===== config.mk =====
export PLATFORM = sky130hd
export DESIGN_NAME = slot_table_with_id_allocation_unit
export DESIGN_NICKNAME = d
export VERILOG_FILES = /design/src/slottab_pkg.sv /design/src/slottab_ram.sv /design/src/slottab_ctrl.sv /design/src/slottab_dp.sv /design/src/slot_table_with_id_allocation_unit.sv
export SDC_FILE = /design/constraint.sdc
export NUM_CORES = 2
export LEC_CHECK = 0
export ABC_AREA = 1
export BUFFER_PORTS_ARGS = -buffer_cell sky130_fd_sc_hd__buf_2
export CAP_MARGIN = 20
export CORE_MARGIN = 3
export CORE_UTILIZATION = 30
export DETAILED_ROUTE_END_ITERATION = 8
export GPL_TIMING_DRIVEN = 1
export MAX_ROUTING_LAYER = met4
export PLACE_DENSITY = 0.54
export SLEW_MARGIN = 20
export SYNTH_ARGS = -nofsm -noshare
export SYNTH_HDL_FRONTEND = slang
export SYNTH_HIERARCHICAL = 1
export SYNTH_SLANG_ARGS = --single-unit

===== constraint.sdc =====
create_clock -name aclk -period 10.4 [get_ports aclk]
set_input_delay 1.04 -clock aclk [delete_from_list [all_inputs] [get_ports aclk]]
set_output_delay 1.04 -clock aclk [all_outputs]
set_load 0.005 [all_outputs]

===== src/slottab_pkg.sv =====
package slottab_pkg;

    // Default table geometry.
    localparam int SLOTS_DEFAULT   = 128;
    localparam int ID_BITS_DEFAULT = 16;

    // Fixed field widths of the request and response.
    localparam int KIND_W   = 2;
    localparam int SID_W    = 16;
    localparam int STATUS_W = 2;
    localparam int SLOT_W   = 7;
    localparam int AID_W    = 16;
    localparam int CFG_W    = 8;

    // Reset value of the slots-in-use register.
    localparam logic [CFG_W-1:0] SLOTS_IN_USE_RESET = 8'd128;

    // Operation codes.
    localparam logic [KIND_W-1:0] KIND_INSERT = 2'd0;
    localparam logic [KIND_W-1:0] KIND_REMOVE = 2'd1;
    localparam logic [KIND_W-1:0] KIND_LOOKUP = 2'd2;

    // Response status codes.
    localparam logic [STATUS_W-1:0] STATUS_DONE      = 2'd0;
    localparam logic [STATUS_W-1:0] STATUS_FULL      = 2'd1;
    localparam logic [STATUS_W-1:0] STATUS_NOT_FOUND = 2'd2;

    typedef struct packed {
        logic [KIND_W-1:0] kind;
        logic [SID_W-1:0]  search_id;
    } req_t;

    typedef struct packed {
        logic [STATUS_W-1:0] status;
        logic [SLOT_W-1:0]   slot;
        logic [AID_W-1:0]    assigned_id;
    } rsp_t;

    // Controller states.
    typedef enum logic [1:0] {
        ST_IDLE,
        ST_INSERT,
        ST_FIND,
        ST_RESP
    } state_t;

    // Commands from the controller to the datapath.
    typedef struct packed {
        logic start;
        logic ins_step;
        logic find_step;
        logic load_out;
    } cmd_t;

    // Status from the datapath to the controller.
    typedef struct packed {
        logic ins_done;
        logic find_done;
        logic out_free;
    } sts_t;

endpackage


===== src/slottab_ram.sv =====
module slottab_ram #(
    parameter int WIDTH = 16,
    parameter int DEPTH = 128
) (
    input  logic                     aclk,
    input  logic                     we,
    input  logic [$clog2(DEPTH)-1:0] waddr,
    input  logic [WIDTH-1:0]         wdata,
    input  logic [$clog2(DEPTH)-1:0] raddr,
    output logic [WIDTH-1:0]         rdata
);

    logic [WIDTH-1:0] mem [DEPTH];
    logic [WIDTH-1:0] rdata_reg;

    // One write port and one registered read port.
    always_ff @(posedge aclk) begin
        if (we) begin
            mem[waddr] <= wdata;
        end
        rdata_reg <= mem[raddr];
    end

    assign rdata = rdata_reg;

endmodule


===== src/slottab_ctrl.sv =====
module slottab_ctrl (
    input  logic                      aclk,
    input  logic                      aresetn,
    input  logic                      s_valid,
    output logic                      s_ready,
    input  logic [slottab_pkg::KIND_W-1:0] req_kind,
    input  slottab_pkg::sts_t         sts,
    output slottab_pkg::cmd_t         cmd
);
    import slottab_pkg::*;

    state_t state_reg;
    state_t state_next;

    always_ff @(posedge aclk) begin
        if (!aresetn) begin
            state_reg <= ST_IDLE;
        end else begin
            state_reg <= state_next;
        end
    end

    // Next state.
    always_comb begin
        state_next = state_reg;
        case (state_reg)
            ST_IDLE: begin
                if (s_valid) begin
                    if (req_kind == KIND_INSERT) begin
                        state_next = ST_INSERT;
                    end else if (req_kind == KIND_REMOVE || req_kind == KIND_LOOKUP) begin
                        state_next = ST_FIND;
                    end else begin
                        state_next = ST_RESP;
                    end
                end
            end
            ST_INSERT: begin
                if (sts.ins_done) begin
                    state_next = ST_RESP;
                end
            end
            ST_FIND: begin
                if (sts.find_done) begin
                    state_next = ST_RESP;
                end
            end
            ST_RESP: begin
                if (sts.out_free) begin
                    state_next = ST_IDLE;
                end
            end
            default: state_next = ST_IDLE;
        endcase
    end

    // Outputs.
    always_comb begin
        s_ready       = 1'b0;
        cmd           = '0;
        case (state_reg)
            ST_IDLE: begin
                s_ready   = 1'b1;
                cmd.start = s_valid;
            end
            ST_INSERT: cmd.ins_step  = 1'b1;
            ST_FIND:   cmd.find_step = 1'b1;
            ST_RESP:   cmd.load_out  = sts.out_free;
            default: begin
                s_ready = 1'b0;
            end
        endcase
    end

endmodule


===== src/slottab_dp.sv =====
module slottab_dp #(
    parameter int SLOTS   = slottab_pkg::SLOTS_DEFAULT,
    parameter int ID_BITS = slottab_pkg::ID_BITS_DEFAULT
) (
    input  logic                          aclk,
    input  logic                          aresetn,
    input  logic                          cfg_wen,
    input  logic [slottab_pkg::CFG_W-1:0] cfg_wdata,
    input  slottab_pkg::req_t             s_data,
    input  slottab_pkg::cmd_t             cmd,
    output slottab_pkg::sts_t             sts,
    output logic                          m_valid,
    input  logic                          m_ready,
    output slottab_pkg::rsp_t             m_data
);
    import slottab_pkg::*;

    localparam int IDX_W = $clog2(SLOTS);
    localparam int CNT_W = $clog2(SLOTS + 1);

    logic [CFG_W-1:0]   slots_in_use_reg;
    logic [SLOTS-1:0]   used_reg;
    logic [ID_BITS-1:0] id_counter_reg;
    req_t               req_reg;
    logic [ID_BITS-1:0] sid_reg;
    logic [CNT_W-1:0]   issue_reg;
    logic               cmp_valid_reg;
    logic [IDX_W-1:0]   cmp_idx_reg;
    rsp_t               res_reg;
    logic               m_valid_reg;
    rsp_t               m_data_reg;

    logic [CNT_W+CFG_W-1:0]  sui_ext;
    logic [CNT_W-1:0]        active_n;
    logic [SID_W+ID_BITS-1:0] sid_ext;
    logic [IDX_W-1:0]        issue_idx;
    logic                    issue_ok;
    logic [ID_BITS-1:0]      ram_rdata;
    logic                    ram_we;
    logic [ID_BITS-1:0]      id_next;
    logic                    ins_free;
    logic                    find_hit;
    logic [IDX_W+SLOT_W-1:0] issue_slot_ext;
    logic [IDX_W+SLOT_W-1:0] cmp_slot_ext;
    logic [ID_BITS+AID_W-1:0] new_id_ext;
    logic [ID_BITS+AID_W-1:0] sid_id_ext;

    // Number of slots searched, saturated at the table size.
    assign sui_ext  = {{CNT_W{1'b0}}, slots_in_use_reg};
    assign active_n = (sui_ext > (CNT_W + CFG_W)'(SLOTS)) ? CNT_W'(SLOTS)
                                                          : sui_ext[CNT_W-1:0];

    // Search id masked to the id width.
    assign sid_ext = {{ID_BITS{1'b0}}, s_data.search_id};

    assign issue_idx = issue_reg[IDX_W-1:0];
    assign issue_ok  = issue_reg < active_n;

    // Next id from the running counter; zero is skipped on wrap.
    assign id_next = (id_counter_reg == {ID_BITS{1'b1}}) ? ID_BITS'(1)
                                                         : id_counter_reg + ID_BITS'(1);

    // Insert finds a free slot at the current scan index.
    assign ins_free = issue_ok && !used_reg[issue_idx];
    assign ram_we   = cmd.ins_step && ins_free;

    // Lookup compares the id read in the previous cycle.
    assign find_hit = cmp_valid_reg && used_reg[cmp_idx_reg] && (ram_rdata == sid_reg);

    assign sts.ins_done  = !issue_ok || !used_reg[issue_idx];
    assign sts.find_done = find_hit || (!cmp_valid_reg && !issue_ok);
    assign sts.out_free  = !m_valid_reg || m_ready;

    // Response fields narrowed to their fixed widths.
    assign issue_slot_ext = {{SLOT_W{1'b0}}, issue_idx};
    assign cmp_slot_ext   = {{SLOT_W{1'b0}}, cmp_idx_reg};
    assign new_id_ext     = {{AID_W{1'b0}}, id_next};
    assign sid_id_ext     = {{AID_W{1'b0}}, sid_reg};

    slottab_ram #(
        .WIDTH(ID_BITS),
        .DEPTH(SLOTS)
    ) u_ids (
        .aclk (aclk),
        .we   (ram_we),
        .waddr(issue_idx),
        .wdata(id_next),
        .raddr(issue_idx),
        .rdata(ram_rdata)
    );

    // Configuration register.
    always_ff @(posedge aclk) begin
        if (!aresetn) begin
            slots_in_use_reg <= SLOTS_IN_USE_RESET;
        end else if (cfg_wen) begin
            slots_in_use_reg <= cfg_wdata;
        end
    end

    // Used marks and the id counter.
    always_ff @(posedge aclk) begin
        if (!aresetn) begin
            used_reg       <= '0;
            id_counter_reg <= '0;
        end else begin
            if (ram_we) begin
                used_reg[issue_idx] <= 1'b1;
                id_counter_reg      <= id_next;
            end
            if (cmd.find_step && find_hit && req_reg.kind == KIND_REMOVE) begin
                used_reg[cmp_idx_reg] <= 1'b0;
            end
        end
    end

    // Scan counters.
    always_ff @(posedge aclk) begin
        if (!aresetn) begin
            issue_reg     <= '0;
            cmp_valid_reg <= 1'b0;
        end else if (cmd.start) begin
            issue_reg     <= '0;
            cmp_valid_reg <= 1'b0;
        end else if (cmd.ins_step) begin
            if (issue_ok) begin
                issue_reg <= issue_reg + CNT_W'(1);
            end
        end else if (cmd.find_step) begin
            cmp_valid_reg <= issue_ok;
            if (issue_ok) begin
                issue_reg <= issue_reg + CNT_W'(1);
            end
        end
    end

    // Request latch, compare index and result.
    always_ff @(posedge aclk) begin
        cmp_idx_reg <= issue_idx;
        if (cmd.start) begin
            req_reg     <= s_data;
            sid_reg     <= sid_ext[ID_BITS-1:0];
            res_reg     <= '{status: STATUS_NOT_FOUND, slot: '0, assigned_id: '0};
        end else if (cmd.ins_step) begin
            if (ins_free) begin
                res_reg <= '{status: STATUS_DONE,
                             slot: issue_slot_ext[SLOT_W-1:0],
                             assigned_id: new_id_ext[AID_W-1:0]};
            end else if (!issue_ok) begin
                res_reg <= '{status: STATUS_FULL, slot: '0, assigned_id: '0};
            end
        end else if (cmd.find_step && find_hit) begin
            res_reg <= '{status: STATUS_DONE,
                         slot: cmp_slot_ext[SLOT_W-1:0],
                         assigned_id: sid_id_ext[AID_W-1:0]};
        end
    end

    // Output register.
    always_ff @(posedge aclk) begin
        if (!aresetn) begin
            m_valid_reg <= 1'b0;
        end else if (cmd.load_out) begin
            m_valid_reg <= 1'b1;
        end else if (m_ready) begin
            m_valid_reg <= 1'b0;
        end
    end

    always_ff @(posedge aclk) begin
        if (cmd.load_out) begin
            m_data_reg <= res_reg;
        end
    end

    assign m_valid = m_valid_reg;
    assign m_data  = m_data_reg;

endmodule


===== src/slot_table_with_id_allocation_unit.sv =====
// Slot table with id allocation.
// Requests arrive on the s_ channel (valid/ready, payload s_data: kind and
// search_id) and each gives exactly one response on the m_ channel (payload
// m_data: status, slot, assigned_id). An insert takes the lowest free slot and
// gives it the next id; a remove or lookup finds the lowest used slot whose id
// matches. cfg_wen/cfg_wdata set the number of slots searched.
// One request is worked at a time. An insert scans upward from slot 0 to
// the first free slot; a remove or lookup scans up to N slots, N being the
// slots searched, reading one stored id per cycle from the id RAM, whose
// read is registered.
// The response sits in an output register; the next request is accepted while
// it waits, but that request's response waits until the receiver takes the
// previous one, and no further request is accepted meanwhile.
// Reset (aresetn low, synchronous) frees every slot, clears the id counter so
// the first id is 1, and sets the slots-in-use register to 128.
module slot_table_with_id_allocation_unit #(
    parameter int SLOTS   = slottab_pkg::SLOTS_DEFAULT,
    parameter int ID_BITS = slottab_pkg::ID_BITS_DEFAULT
) (
    input  logic                          aclk,
    input  logic                          aresetn,
    input  logic                          cfg_wen,
    input  logic [slottab_pkg::CFG_W-1:0] cfg_wdata,
    input  logic                          s_valid,
    output logic                          s_ready,
    input  slottab_pkg::req_t             s_data,
    output logic                          m_valid,
    input  logic                          m_ready,
    output slottab_pkg::rsp_t             m_data
);
    import slottab_pkg::*;

    cmd_t cmd;
    sts_t sts;

    slottab_ctrl u_ctrl (
        .aclk    (aclk),
        .aresetn (aresetn),
        .s_valid (s_valid),
        .s_ready (s_ready),
        .req_kind(s_data.kind),
        .sts     (sts),
        .cmd     (cmd)
    );

    slottab_dp #(
        .SLOTS  (SLOTS),
        .ID_BITS(ID_BITS)
    ) u_dp (
        .aclk     (aclk),
        .aresetn  (aresetn),
        .cfg_wen  (cfg_wen),
        .cfg_wdata(cfg_wdata),
        .s_data   (s_data),
        .cmd      (cmd),
        .sts      (sts),
        .m_valid  (m_valid),
        .m_ready  (m_ready),
        .m_data   (m_data)
    );

endmodule


Word level (Yosys, flattened, before mapping)
Memories as Yosys holds them, arrays and structs flattened. A register that Yosys moved wholly into a read port is not among the register bits.
Cells that the tools add are included.
- bits in latches: 0
- register bits: 239
- bits in writable memories: 2048
- memories kept: 1
- memory bits (read-only): 0
- reduce and logical (&&, ||, !) cells: 26
- $lt $le $gt $ge: 6
- eq/ne operators: 13
- multipliers: 0
- bitwise operators: 5
- mux-type cells: 36
- shift operators: 0
- div/mod/pow operators: 0
- add/sub/neg operators: 2
- memories (name ; depth ; bits a word ; rd ports ; clocked after Yosys merged registers in ; wr ports ; line ; text):
    u_dp.u_ids.mem ; 128 ; 16 ; 1 ; 1 ; 1 ; slottab_ram.sv:13 ; logic [WIDTH-1:0] mem [DEPTH];
- operator list (kind ; number):
    $mux 128 ; 3
    $and 128x128->128 ; 1
    $not 128->128 ; 1
    $or 128x128->128 ; 1
    $mux 25 ; 4
    $mux 8 ; 4
    $add 16x1->16 const B ; 1
    $eq 16x16->1 ; 1
    $eq 16x16->1 const B ; 1
    $lt 7x8->1 const B ; 2
    $mux 16 ; 1
    $bmux 1 s7 ; 2
    $demux 1 s7 ; 2
    $ge 7x1->1 const B ; 2
    $mux 1 ; 14
    $mux 2 ; 5
    $logic_and 1x1->1 ; 9
    $add 8x1->8 const B ; 1
    $gt 8x8->1 const B ; 1
    $lt 8x8->1 ; 1
    $pmux 2 s4 ; 1
    $eq 2x1->1 const B ; 3
    $eq 2x2->1 const B ; 3
    $ne 2x2->1 const B ; 3
    other kinds (10) ; 21

Depth between registers and ports, before layout
- depth after elaboration: 9
- depth in mapped cells: 21

Cells and area by module
The synthesis kept the hierarchy.
- modules (own cells, without submodules) (module ; cells an instance ; area each (sq um) ; sequential area each (sq um) ; instances):
    slottab_ram ; 6793 ; 82828.2 ; 61819.3 ; 1
    slottab_dp ; 2580 ; 15219.6 ; 5175.0 ; 1
    slottab_ctrl ; 41 ; 259.0 ; 40.0 ; 1

Least setup slack after synthesis
Ideal clock, no wire load.
- kind: flip-flop to flip-flop
- from: reg u_dp.id_counter_reg[0]
- to: mem u_dp.u_ids.mem[0][0] (data pin)
- path buffers: 0
- stages on the path, launching flop included: 10
- setup time: 1.207 ns
- arrival time: 6.496 ns
- data required time: 9.193 ns
- slack: 2.697 ns
- clock period less this slack: 7.703 ns
- cell sequence: dfxtp_1 ha_1 nand2_1 nor2_1 nand3_1 nor2_1 nand3_1 nor2_1 nand2_1 o21ai_0
- cells in the longest elaborated chain, start to end: 2
- elaborated cells on any way between the ends: 3
- classes of those cells: add/sub (1); eq/ne (1); mux (1)
- RTL lines (what ; line ; text):
    start: declaration ; slottab_dp.sv:23 ; logic [ID_BITS-1:0] id_counter_reg;
    start signal: assignment ; slottab_dp.sv:109 ; id_counter_reg <= id_next;
    $add 16x1->16 or $eq 16x16->1 (tied branches) ; slottab_dp.sv:61, slottab_dp.sv:60 ;
    $mux 16 (*) ; slottab_dp.sv:60 ; assign id_next = (id_counter_reg == {ID_BITS{1'b1}}) ? ID_BITS'(1)
    via u_dp.id_next[0] ; slottab_dp.sv:40 ; logic [ID_BITS-1:0] id_next;
    end: declaration ; slottab_ram.sv:13 ;
The timed path passes the listed nets; every way through them passes the cells marked *.

Worst setup path after layout
- from: reg u_dp.issue_reg[0]
- to: mem u_dp.u_ids.mem[101][2], enable pin
- cells in the longest elaborated chain, start to end: 7
- elaborated cells on any way between the ends: 8
- classes of those cells: order compare (1); mux (4); reduce/logical (3)
- RTL lines (what ; line ; text):
    start: declaration ; slottab_dp.sv:26 ; logic [CNT_W-1:0] issue_reg;
    start signal: assignment ; slottab_dp.sv:127 ; issue_reg <= issue_reg + CNT_W'(1);
    start signal: assignment ; slottab_dp.sv:132 ; issue_reg <= issue_reg + CNT_W'(1);
    $bmux 1 s7 ; slottab_dp.sv:64 ; assign ins_free = issue_ok && !used_reg[issue_idx];
    $mux 1 (implied by the code) ; slottab_dp.sv:64 ;
    $logic_not 1->1 ; slottab_dp.sv:64 ;
    $logic_and 1x1->1 ; slottab_dp.sv:64 ;
    $logic_and 1x1->1 ; slottab_dp.sv:65 ; assign ram_we = cmd.ins_step && ins_free;
    $mux 1 ; slottab_ram.sv:18 ; if (we) begin
    $mux 1 (implied by the code) ; slottab_ram.sv:19 ; mem[waddr] <= wdata;
Several ways; a longest one is shown, not always the timed one. The select of a mux whose other input is x is not followed.

==> summary.txt <==
Clock network
  – H-Tree Depth: 4
  – Setup Fix Bufs, Post-CTS: 0
  – Clk slew on worst S/H paths: 0.07 ns
  – CTS sink count: 2303
  – Post-CTS Hold Buffers: 0
  – TritonCTS Buffers: 242
  – Post-CTS Resized: 0
  – CTS tree: built
  – Root buf cell: clkbuf_16
  – Skew-Pair Late Insertion Delay: a little over 0.9 ns
  – Clk buf depth: 4

Setup path
  – R2R depth: 16
  – CP Capture Type: flip-flop
  – CP arrival: 8.04 ns
  – Worst path depth: 16
  – WP data required: 10.90 ns
  – R2R Path Start: u_dp/issue_reg[0]
  – CP delay by family, top: simple AND/OR/NAND/NOR gates
  – Top cell by count, worst path: nand2_1
  – R2R Setup Slk: 2.86 ns
  – Largest stage delay, worst path: 0.95 ns
  – Crit path cell chain: buf_4 > nand2_1 > o211ai_1 > nand2_1 > nor2_1 > nor2_1 > nor2_1 > nand2_1 > nand2_1 > nand2_2 > nor2_4 > nand2_2 > inv_4 > buf_4 > nand3_1 > nor2_2
  – Worst r2r dst: u_dp/u_ids/mem[101][2]
  – Max stage delay cell, worst path: inv_4
  – Critical Path Start: u_dp/issue_reg[0]
  – WS Path Type: flip-flop to flip-flop
  – Worst Path Buf+Inv: 3
  – Worst Setup EP: u_dp/u_ids/mem[101][2]
  – CP Max Fanout: 83
  – Critical path launch point type: flip-flop

Final layout
  – Area Growth Syn to Fin: 12.4%
  – Multi-input logic area: 26900 um^2
  – Layout Nets: ~9300
  – Max reg flops: 2048
  – Layout fillers: 32500
  – FF+latch area: 67100 um^2
  – Layout cell share with drive strength beyond 1: 7.44%

Global route
  – Congestion Overflow GR: 0
  – First-pass GRT wire length: 456 mm
  – Pin count of the biggest net entering global routing: about 230
  – Total Routing Usage GR: 18.7%
  – Initial antenna violation count: 9
  – Vias in the first global route: 66300

Logic synthesis
  – Synthesized net count: 9460
  – Number of flops mapped to enable cells by yosys: approximately 2100
  – Register area share after synthesis: 68.2%
  – Mapped Area: 98300 um^2
  – Yosys warning total: 6
  – Syn Area/Cell: 10.4 um^2
  – Top_reg_cell synth: edfxtp_1
  – Unique masters post-synth: 42
  – Share of synthesized registers carrying an async set or reset: 0%
  – Syn Inst Count: 9414
  – #FFs+latches synth: ~2300

Power
  – Peak supply drop: roughly 0.19 mV
  – Switching Power: 8.73 mW
  – Comb power frac: about a quarter
  – Switching part of the total: 34.2%
  – P_int: 16.8 mW
  – Clock power frac: 33.5%
  – Sequential power share: 40.8%
  – Pleak: 39.7 nW
  – P per Cell Area: ~230 nW/um^2

Detailed routing
  – TritonRoute pass-1 iters: 6
  – DR WL/cell: 22.7 um
  – Post-DR vias/cell: between 5 and 6
  – DRT Wirelength: approximately 310 mm
  – Total vias in the final route: 70300
  – DRT antenna net count: 0
  – Initial DRC Count: 8356
  – # DRC: 0

STA
  – Post-route minimum period: approximately 7.5 ns
  – Final worst path period share: 72.5%
  – Slew HR: between 20% and 30%
  – RSZ-0062 raised after global routing: no
  – Worst-Margin Slew: between 1 and 1.5 ns
  – Slew Limit Fails: 0
  – Skew final: 0.0797 ns
  – Hold Fails Final Rpt: 0
  – Final setup violating endpoints: 0
  – Setup TNS: 0 ns
  – Fmax achieved: ~130 MHz
  – Final hold slack: 0.325 ns

Hold path
  – HP Class: input port to flip-flop
  – Cells on Worst Hold Path: 1

Place
  – Detailed placement HPWL: 182 mm
  – PortBufs: 57
  – GP Congestion: between 0.9 and 1

Job
  – Max Cap Viol: 0

Die
  – Die Area: 335000 um^2
  – CORE AREA: 325000 um^2
  – Starting density of the core: 30.2%
  – Die Ht: 578 um
  – Die W: 578 um
  – Site Rows: 209
  – IO Count: 58

Status
  – Status: finished, final reports clean
## cells in the mapped netlist, types with 19 or more instances
master	n	area share, %
nand2_1	2954	11
nand3_1	2184	11
edfxtp_1	2091	64
nor2_1	641	2.4
inv_1	364	1.4
buf_2	291	1.5
dfxtp_1	212	4.3
clkbuf_1	145	0.55
nand4_1	135	0.86
buf_4	77	0.59
buf_1	60	0.23
o21ai_0	48	0.24
a21oi_1	40	0.20
buf_6	30	0.34
nor3_1	19	0.097
## layout by cell type (no fill, tap or decap), drive strengths merged, types with 2 or more instances in the layout
master	instances
a21oi	40
buf	239
bufinv	22
clkbuf	299
clkinv	115
clkinvlp	9
dfxtp	212
edfxtp	2091
ha	15
inv	377
nand2	2962
nand3	2184
nand3b	8
nand4	136
nor2	648
nor3	19
nor3b	2
nor4	4
o211ai	20
o21ai	63
o22ai	2
or2	2
xnor2	5
xor2	9
## logic make-up (layout without fill, tap and decap cells)
logic type	after synthesis	after routing	synth area share [%]
AO/OA/AOI/OAI	129	129	0.746
XOR/XNOR	14	14	0.125
adder cells (fa/ha/maj)	15	15	0.191
buffers and inverters	985	1061	4.68
flip-flops	2303	2303	68.2
other	0	1	0
AND/OR/NAND/NOR	5968	5968	26.1
## power groups by stage
stage | Combinational, mW | Clock (mW) | Sequential (mW)
after floorplan | 4.46 | 0 | 10.5
after global placement | 6.39 | 0 | 10.6
after detailed placement | 6.41 | 0 | 10.6
after global routing | 7.12 | 9.05 | 10.4
final | 6.53 | 8.55 | 10.4
after CTS | 6.43 | 8.70 | 10.4
## stage by stage
step           total power [mW]  cell area, um^2  setup slack, ns  utilization [%]  cells
2_1_floorplan              15.0            98300             2.70                -   9414
3_3_place_gp               17.0           103000             3.17             31.5  13400
3_5_place_dp               17.0           103000             3.07             31.6  13400
4_1_cts                    25.5           110000             3.06             34.0  13800
5_1_grt                    26.6           111000             2.57             34.0  13800
6_report                   25.5           111000             2.86             34.0  13800
## metal layers
metal  wire length (um)  GRT usage, %  share of wire (%)
met1             133000          25.2                 42
met3              24900          2.93                8.0
met4              11700          6.30                3.7
met5                  0             -                  0
met2             144000          28.8                 46
## cell type report
| type | count | area share (%) |
|---|---|---|
| Inverter | 380 | 1.34 |
| Timing Repair Buffer | 239 | 1.68 |
| Clock buffer | 299 | 5.81 |
| Clock inverter | 143 | 1.21 |
| Multi-Input combinational cell | 6126 | 24.4 |
| Tap cell | 4325 | 4.90 |
| Antenna cell | 1 | 0.00226 |
| Sequential cell | 2303 | 60.7 |
## worst reg2reg max path, cell delays in order (launching register included)
cell	delay, ns
dfxtp_4	0.85
buf_4	0.88
nand2_1	0.19
o211ai_1	0.13
nand2_1	0.07
nor2_1	0.20
nor2_1	0.07
nor2_1	0.11
nand2_1	0.06
nand2_1	0.07
nand2_2	0.09
nor2_4	0.47
nand2_2	0.67
inv_4	0.98
buf_4	0.67
nand3_1	0.68
nor2_2	0.94
## worst min-delay path by stage
stage	from	endpoint	slack (ns)
finish	s_data[11]	u_dp/sid_reg[11]	0.33
global route	s_data[11]	u_dp/sid_reg[11]	0.30
CTS	s_data[11]	u_dp/sid_reg[11]	0.27
detailed placement	u_dp/res_reg[17]	u_dp/m_data[17]	0.41
global placement	u_dp/res_reg[17]	u_dp/m_data[17]	0.42
floorplan	u_dp/res_reg[11]	u_dp/m_data[11]	0.40
Power figures use the tool's default switching activity.
